### src/lcbp_pkg.sv
`timescale 1ns / 1ps
`default_nettype none
// ----------------------------------------------------------------------------
// lcbp_pkg: shared types and codes of the LED command byte parser
// Command codes, result kinds, argument counts and the decoder result record.
// ----------------------------------------------------------------------------
package lcbp_pkg;

   // command codes recognized while idle
   localparam logic [7:0] OP_HELLO      = 8'd1;
   localparam logic [7:0] OP_SELF_TEST  = 8'd2;
   localparam logic [7:0] OP_CLEAR_SHOW = 8'd3;
   localparam logic [7:0] OP_SHOW       = 8'd4;
   localparam logic [7:0] OP_SET_LED    = 8'd5;
   localparam logic [7:0] OP_FADE_LED   = 8'd6;

   // argument bytes that follow a set or fade command
   localparam logic [2:0] SET_ARG_BYTES  = 3'd4;
   localparam logic [2:0] FADE_ARG_BYTES = 3'd6;

   // countdown values at which argument bytes are stored
   localparam logic [2:0] LEFT_FADE_ID     = 3'd5;
   localparam logic [2:0] LEFT_FADE_DUR_HI = 3'd4;
   localparam logic [2:0] LEFT_ID          = 3'd3; // set id, fade duration low
   localparam logic [2:0] LEFT_LAST_LEVEL  = 3'd2;

   typedef enum logic [2:0] {
      KIND_INIT  = 3'd0,
      KIND_SHOW  = 3'd1,
      KIND_CLEAR = 3'd2,
      KIND_TEST  = 3'd3,
      KIND_SET   = 3'd4,
      KIND_FADE  = 3'd5
   } kind_type;

   typedef struct packed {
      logic        emit;
      kind_type    kind;
      logic [8:0]  channel;
      logic [7:0]  level;
      logic [15:0] fade_time;
   } result_type;

endpackage
`default_nettype wire

### src/lcbp_req_if.sv
`timescale 1ns / 1ps
`default_nettype none
// ----------------------------------------------------------------------------
// lcbp_req_if: received byte channel
// Valid/ready channel that carries one command or argument byte.
// ----------------------------------------------------------------------------
interface lcbp_req_if;
   logic       valid;
   logic       ready;
   logic [7:0] rx_byte;

   modport source (output valid, output rx_byte, input ready);
   modport sink   (input valid, input rx_byte, output ready);
endinterface
`default_nettype wire

### src/lcbp_rsp_if.sv
`timescale 1ns / 1ps
`default_nettype none
// ----------------------------------------------------------------------------
// lcbp_rsp_if: LED action channel
// Valid/ready channel that carries one decoded LED driver action.
// ----------------------------------------------------------------------------
interface lcbp_rsp_if;
   logic        valid;
   logic        ready;
   logic [2:0]  kind;
   logic [8:0]  channel;
   logic [7:0]  level;
   logic [15:0] fade_time;

   modport source (output valid, output kind, output channel, output level,
                   output fade_time, input ready);
   modport sink   (input valid, input kind, input channel, input level,
                   input fade_time, output ready);
endinterface
`default_nettype wire

### src/lcbp_decoder.sv
`timescale 1ns / 1ps
`default_nettype none
// ----------------------------------------------------------------------------
// lcbp_decoder: command state and byte decode
// Holds the pending command state and decodes one byte into at most one action.
// ----------------------------------------------------------------------------
module lcbp_decoder #(
   parameter int CHANNEL_STRIDE = 16
) (
   input  wire logic                 clock,
   input  wire logic                 reset,
   input  wire logic                 step,
   input  wire logic [7:0]           rx_byte,
   output lcbp_pkg::result_type      result
);
   import lcbp_pkg::*;

   localparam logic [8:0] STRIDE_ONE = 9'(CHANNEL_STRIDE);
   localparam logic [8:0] STRIDE_TWO = 9'(2 * CHANNEL_STRIDE);

   logic        fade_mode_ff,  fade_mode_in;
   logic [2:0]  bytes_left_ff, bytes_left_in;
   logic [7:0]  base_id_ff,    base_id_in;
   logic [15:0] duration_ff,   duration_in;

   logic [2:0]  left_dec;
   logic [8:0]  offset;

   assign left_dec = bytes_left_ff - 3'd1;

   always_comb begin
      case (left_dec[1:0])
         2'd1:    offset = STRIDE_ONE;
         2'd2:    offset = STRIDE_TWO;
         default: offset = 9'd0;
      endcase
   end

   always_comb begin
      fade_mode_in  = fade_mode_ff;
      bytes_left_in = bytes_left_ff;
      base_id_in    = base_id_ff;
      duration_in   = duration_ff;
      result        = '0;
      result.kind   = KIND_INIT;

      if (bytes_left_ff == 3'd0) begin
         case (rx_byte)
            OP_HELLO: begin
               result.emit = 1'b1;
               result.kind = KIND_INIT;
            end
            OP_SHOW: begin
               result.emit = 1'b1;
               result.kind = KIND_SHOW;
            end
            OP_CLEAR_SHOW: begin
               result.emit = 1'b1;
               result.kind = KIND_CLEAR;
            end
            OP_SELF_TEST: begin
               result.emit = 1'b1;
               result.kind = KIND_TEST;
            end
            OP_SET_LED: begin
               fade_mode_in  = 1'b0;
               bytes_left_in = SET_ARG_BYTES;
            end
            OP_FADE_LED: begin
               fade_mode_in  = 1'b1;
               bytes_left_in = FADE_ARG_BYTES;
            end
            default: ;
         endcase
      end else begin
         bytes_left_in = left_dec;
         if (!fade_mode_ff) begin
            if (left_dec == LEFT_ID) begin
               base_id_in = rx_byte;
            end else if (left_dec <= LEFT_LAST_LEVEL) begin
               result.emit    = 1'b1;
               result.kind    = KIND_SET;
               result.channel = {1'b0, base_id_ff} + offset;
               result.level   = rx_byte;
            end
         end else begin
            if (left_dec == LEFT_FADE_ID) begin
               base_id_in = rx_byte;
            end else if (left_dec == LEFT_FADE_DUR_HI) begin
               duration_in = {rx_byte, 8'd0};
            end else if (left_dec == LEFT_ID) begin
               duration_in = {duration_ff[15:8], duration_ff[7:0] | rx_byte};
            end else if (left_dec <= LEFT_LAST_LEVEL) begin
               result.emit      = 1'b1;
               result.kind      = KIND_FADE;
               result.channel   = {1'b0, base_id_ff} + offset;
               result.level     = rx_byte;
               result.fade_time = duration_ff;
            end
         end
      end
   end

   always_ff @(posedge clock) begin
      if (reset) begin
         fade_mode_ff  <= 1'b0;
         bytes_left_ff <= 3'd0;
         base_id_ff    <= 8'd0;
         duration_ff   <= 16'd0;
      end else if (step) begin
         fade_mode_ff  <= fade_mode_in;
         bytes_left_ff <= bytes_left_in;
         base_id_ff    <= base_id_in;
         duration_ff   <= duration_in;
      end
   end

endmodule
`default_nettype wire

### src/led_command_byte_parser.sv
`timescale 1ns / 1ps
`default_nettype none
// ----------------------------------------------------------------------------
// led_command_byte_parser: LED driver command stream parser
// Turns a stream of received bytes into LED driver actions.
// ----------------------------------------------------------------------------
// Usage:
//   req_chan carries one received byte per transaction. rsp_chan carries one
//   action per transaction: reply init, show, clear and show, start test,
//   set LED or fade LED, with target channel, level and fade time.
//   Bytes that start a multi-byte command, argument bytes that only store an
//   id or a duration, and unknown command bytes produce no action.
// Path: an accepted byte waits in the input register, is decoded from it and
//   its action is loaded into the result register when that register is free
//   or being drained; rsp_chan shows the action from the result register.
// Throughput: one byte per cycle unless rsp_chan holds off a waiting action,
//   set by the single decode pass between the input and result registers.
// Reset: synchronous, active high; clears the valid flags of both registers
//   and returns the parser to idle with no pending command.
// Stall: while rsp_chan is held off with an action waiting, one more byte is
//   taken if the input register is empty; then req_chan.ready drops until
//   the waiting action is taken.
// ----------------------------------------------------------------------------
module led_command_byte_parser #(
   parameter int CHANNEL_STRIDE = 16
) (
   input  wire logic     clock,
   input  wire logic     reset,
   lcbp_req_if.sink      req_chan,
   lcbp_rsp_if.source    rsp_chan
);
   import lcbp_pkg::*;

   // input register
   logic        in_valid_ff;
   logic [7:0]  in_byte_ff;

   // result register
   logic        out_valid_ff;
   result_type  out_ff;

   result_type  decoded;
   logic        advance;
   logic        step;

   // advance the pipeline when the result register is free or being drained
   assign advance = !out_valid_ff || rsp_chan.ready;
   assign step    = advance && in_valid_ff;

   assign req_chan.ready = !in_valid_ff || advance;

   lcbp_decoder #(
      .CHANNEL_STRIDE (CHANNEL_STRIDE)
   ) u_decoder (
      .clock   (clock),
      .reset   (reset),
      .step    (step),
      .rx_byte (in_byte_ff),
      .result  (decoded)
   );

   // hold the byte until the decode pass may consume it
   always_ff @(posedge clock) begin
      if (reset) begin
         in_valid_ff <= 1'b0;
      end else if (req_chan.ready) begin
         in_valid_ff <= req_chan.valid;
      end
   end

   always_ff @(posedge clock) begin
      if (req_chan.ready) begin
         in_byte_ff <= req_chan.rx_byte;
      end
   end

   // load the action; drop the slot when the byte produced none
   always_ff @(posedge clock) begin
      if (reset) begin
         out_valid_ff <= 1'b0;
      end else if (advance) begin
         out_valid_ff <= step && decoded.emit;
      end
   end

   always_ff @(posedge clock) begin
      if (advance) begin
         out_ff <= decoded;
      end
   end

   assign rsp_chan.valid     = out_valid_ff;
   assign rsp_chan.kind      = out_ff.kind;
   assign rsp_chan.channel   = out_ff.channel;
   assign rsp_chan.level     = out_ff.level;
   assign rsp_chan.fade_time = out_ff.fade_time;

endmodule
`default_nettype wire

### src/flat_wrapper.sv
// flat-port wrapper written by rule: the top's interface ports become plain ports
module led_command_byte_parser_flat import lcbp_pkg::*;
#(
   parameter int CHANNEL_STRIDE = 16
)
  (clock, reset, req_chan_valid, req_chan_rx_byte, req_chan_ready, rsp_chan_valid, rsp_chan_kind, rsp_chan_channel, rsp_chan_level, rsp_chan_fade_time, rsp_chan_ready);
  lcbp_req_if req_chan_i ();
  lcbp_rsp_if rsp_chan_i ();
  input  wire logic clock;
  input  wire logic reset;
  input wire logic [$bits(req_chan_i.valid)-1:0] req_chan_valid;
  input wire logic [$bits(req_chan_i.rx_byte)-1:0] req_chan_rx_byte;
  output wire logic [$bits(req_chan_i.ready)-1:0] req_chan_ready;
  output wire logic [$bits(rsp_chan_i.valid)-1:0] rsp_chan_valid;
  output wire logic [$bits(rsp_chan_i.kind)-1:0] rsp_chan_kind;
  output wire logic [$bits(rsp_chan_i.channel)-1:0] rsp_chan_channel;
  output wire logic [$bits(rsp_chan_i.level)-1:0] rsp_chan_level;
  output wire logic [$bits(rsp_chan_i.fade_time)-1:0] rsp_chan_fade_time;
  input wire logic [$bits(rsp_chan_i.ready)-1:0] rsp_chan_ready;
  assign req_chan_i.valid = req_chan_valid;
  assign req_chan_i.rx_byte = req_chan_rx_byte;
  assign req_chan_ready = req_chan_i.ready;
  assign rsp_chan_valid = rsp_chan_i.valid;
  assign rsp_chan_kind = rsp_chan_i.kind;
  assign rsp_chan_channel = rsp_chan_i.channel;
  assign rsp_chan_level = rsp_chan_i.level;
  assign rsp_chan_fade_time = rsp_chan_i.fade_time;
  assign rsp_chan_i.ready = rsp_chan_ready;
  led_command_byte_parser #(.CHANNEL_STRIDE(CHANNEL_STRIDE)) u_core (.clock(clock), .reset(reset), .req_chan(req_chan_i), .rsp_chan(rsp_chan_i));
endmodule
### config.mk
export PLATFORM = sky130hd
export DESIGN_NAME = led_command_byte_parser_flat
export DESIGN_NICKNAME = d
export VERILOG_FILES = /design/src/lcbp_pkg.sv /design/src/lcbp_req_if.sv /design/src/lcbp_rsp_if.sv /design/src/lcbp_decoder.sv /design/src/led_command_byte_parser.sv /design/src/flat_wrapper.sv
export SDC_FILE = /design/constraint.sdc
export NUM_CORES = 1
export LEC_CHECK = 0
export ABC_CLOCK_PERIOD_IN_PS = 4700
export BUFFER_PORTS_ARGS = -buffer_cell sky130_fd_sc_hd__buf_2
export CAP_MARGIN = 5
export CORE_ASPECT_RATIO = 1.2
export CORE_MARGIN = 4
export CORE_UTILIZATION = 50
export DETAILED_ROUTE_END_ITERATION = 12
export MAX_ROUTING_LAYER = met4
export PLACE_DENSITY = 0.72
export SLEW_MARGIN = 5
export SYNTH_ARGS = -nofsm -noshare
export SYNTH_HDL_FRONTEND = slang
export SYNTH_HIERARCHICAL = 1
export SYNTH_SLANG_ARGS = --single-unit
### constraint.sdc
create_clock -name clock -period 4.7 [get_ports clock]
set_clock_uncertainty 0.2 [all_clocks]
set_input_delay 0.94 -clock clock [delete_from_list [all_inputs] [get_ports clock]]
set_output_delay 0.94 -clock clock [all_outputs]
set_load 0.005 [all_outputs]
==> results.toml <==
[run_status]
status = "finished clean"

[yosys]
yosys_warnings = 6
synth_top_area_share = 0.431
ys_seq_area_frac = 0.627
synth.area.top_cells = "edfxtp_1 (43%), dfxtp_1 (20%), mux2i_1 (5.6%)"
post_synth.cell_area_avg_sq_um = 12.8
ys_types = 42
synth_edf_count = 44
synth_top_area_cell = "edfxtp_1"
syn-num-nets = 260
ys_seq_elements = 74
synthTopCellsByCount = "edfxtp_1 (44), dfxtp_1 (30), mux2i_1 (17), nand2b_1 (17), and3_1 (16)"
ys.flop_type = "edfxtp_1"
synth-async-reset-ratio = 0
syn-instance-count = 239
syn-cell-area_sq_um = 3060
synth_most_common_cell = "edfxtp_1"

[placement]
place.gp.congestion = 0.873
hpwl_mm = 3.58
dpl-instance-area_sq_um = 3360
port_buffers = 49

[sta]
min_period_over_period = 0.595
min_period_ns = 2.80
fmax_ghz = 0.358
finalSetupViolCount = 0
fin_setup_tns_ns = 0
slew_violations = 0
tightest_slew_ns = 0.981
hold_violations = 0
maxSlewHeadroom = 0.345
rsz0062_at_grt = "false"

[clock_tree]
tritoncts = "yes"
cts_resized = 0
clkSinkCount = 74
clockRootBuffer = "clkbuf_8"
clockBufferDepth = 2
hold_buffers = 0
htreeDepth = 3
path_clk_slew_ns = 0.08
clk-insertion-delay-late_ns = 0.34
cts_setup_buffers = 0
cts_buffers = 9

[power]
ir_worst_vdd_mv = 0.223
switching_share = 0.214
p_clk_frac = 0.399
switchingPower_mw = 0.257
powerDensity_nw_per_um2 = 338
internal-power_mw = 0.944
p_total_mw = 1.20
p_comb_frac = 0.021
pwr-share-seq = 0.579
leakage_nw = 1.64

[route]
viasPerCell = 5.09
routed_wl_mm = 5.43
vias = 1878
dr.pass1.iters = 4
route.antenna.remaining_nets = 0
drt_iter0_markers = 114
post-route-drc-count = 0
wl_per_cell_um = 14.7

[floorplan]
ios = 50
die_area_sq_um = 7450
fp.dieH_um = 93.7
start_util = 0.526
core-area_sq_um = 5820
die_w_um = 79.5
num_rows = 30

[setup_path]
path_class = "primary input to primary output"
end_kind = "primary output"
crit_arrival_ns = 1.66
ff2ff_path_depth = 6
path_max_fanout = 10
worstPathRequired_ns = 3.56
r2r_slack_ns = 1.93
start_kind = "primary input"

[hold_path]
hold_path_depth = 2
hp-class = "register to register"

[cells_and_area]
fillers = 477
nets = 305
diodes = 0
syn2layout_area_growth_pct = 15.9
drive_above_1_share = 0.256
design_area_sq_um = 3550

[grt]
grt-ovfl-total = 0
antenna_found_initial = 0
grt_max_degree = 38
grt_pass1_wl_mm = 8.98
grt_pass1_vias = 1802
track_usage = 0.165

[job]
timing.max_cap.violations = 0
-- power by group through the flow --
stage / sequential (mW) / clock, mW / combinational (mW)
final: 0.696 / 0.479 / 0.0256
after global routing: 0.697 / 0.521 / 0.0289
after CTS: 0.696 / 0.494 / 0.0257
after detailed placement: 0.711 / 0 / 0.0254
after global placement: 0.710 / 0 / 0.0252
after floorplan: 0.703 / 0 / 0.0216
-- placed cells by master, fill, tap and decap left out, drive strengths merged, types with 2 or more instances in the layout --
cell and count:
nor2b 2, a21oi 4, and2 15, edfxtp 44
nand2b 17, nand4 2, clkinv 3, nor3b 2
xor2 2, nor2 12, inv 5, nand2 7
dfxtp 30, nor4 3, o31ai 2, and3 16
nand4b 2, mux2i 17, xnor2 4, clkbuf 10
a22o 8, nand3b 2, ha 8, or4 2
buf 51, a211oi 3
-- worst max-delay path: stages --
cell	delay, ns
buf_2	0.10
nand3b_1	0.37
buf_2	0.25
-- routing by layer --
layer | GRT usage | vias to the layer above | part of all wire
li1 | - | 944 | -
met1 | 0.202 | 874 | 0.46
met2 | 0.253 | 51 | 0.48
met3 | 0.0432 | 9 | 0.046
met4 | 0.0802 | 0 | 0.015
met5 | - | - | 0
-- cell type report --
cell class | instances | area, sq um | share of cell area
clock inverter | 6 | 65.1 | 0.0183
sequential | 74 | 1920 | 0.541
timing repair buffer | 51 | 260 | 0.0733
clock buffer | 10 | 128 | 0.0360
inverter | 4 | 15.0 | 0.00423
tap | 80 | 100 | 0.0282
multi-input combinational | 144 | 1060 | 0.299
-- cell families after synthesis --
family | after synthesis | synth area share
DFF | 74 | 0.627
AOI/OAI and AO/OA | 23 | 0.0560
muxes | 17 | 0.0556
xor gates and xnor gates | 6 | 0.0172
buffers and inverters | 21 | 0.0290
adders and majority gates | 9 | 0.0392
and+or+nand+nor | 89 | 0.176
-- per-stage QoR --
step / std cells / utilization / worst slack, ns / hold slack, ns
floorplan: 239 / - / 1.27 / 0.241
CTS: 369 / 0.610 / 1.89 / 0.275
detailed placement: 353 / 0.577 / 1.68 / 0.259
global placement: 353 / 0.577 / 1.73 / 0.256
finish: 369 / 0.610 / 1.90 / 0.276
global route: 369 / 0.610 / 1.74 / 0.302
-- path summary, 6_finish.rpt --
check | from | end
worst max-delay path | rsp_chan_ready | req_chan_ready
worst min-delay path | u_core/u_decoder/base_id_ff[1]$_SDFFE_PP0P_ | u_core/u_decoder/base_id_ff[1]$_SDFFE_PP0P_
worst max register to register | u_core/u_decoder/bytes_left_ff[0]$_SDFFE_PP0P_ | u_core/u_decoder/duration_ff[4]$_SDFFE_PP0P_
worst min register to register | u_core/u_decoder/base_id_ff[1]$_SDFFE_PP0P_ | u_core/u_decoder/base_id_ff[1]$_SDFFE_PP0P_
-- flip-flops by register name, summed over array words and instances, names as in the netlist, 3 cells and up --
name	cells
u_core/in_byte_ff	8
u_core/u_decoder/duration_ff	16
u_core/rsp_chan.kind	3
u_core/rsp_chan.fade_time	16
u_core/u_decoder/base_id_ff	8
u_core/rsp_chan.level	8
u_core/rsp_chan.channel	9
u_core/u_decoder/bytes_left_ff	3
Power figures use the tool's default switching activity.
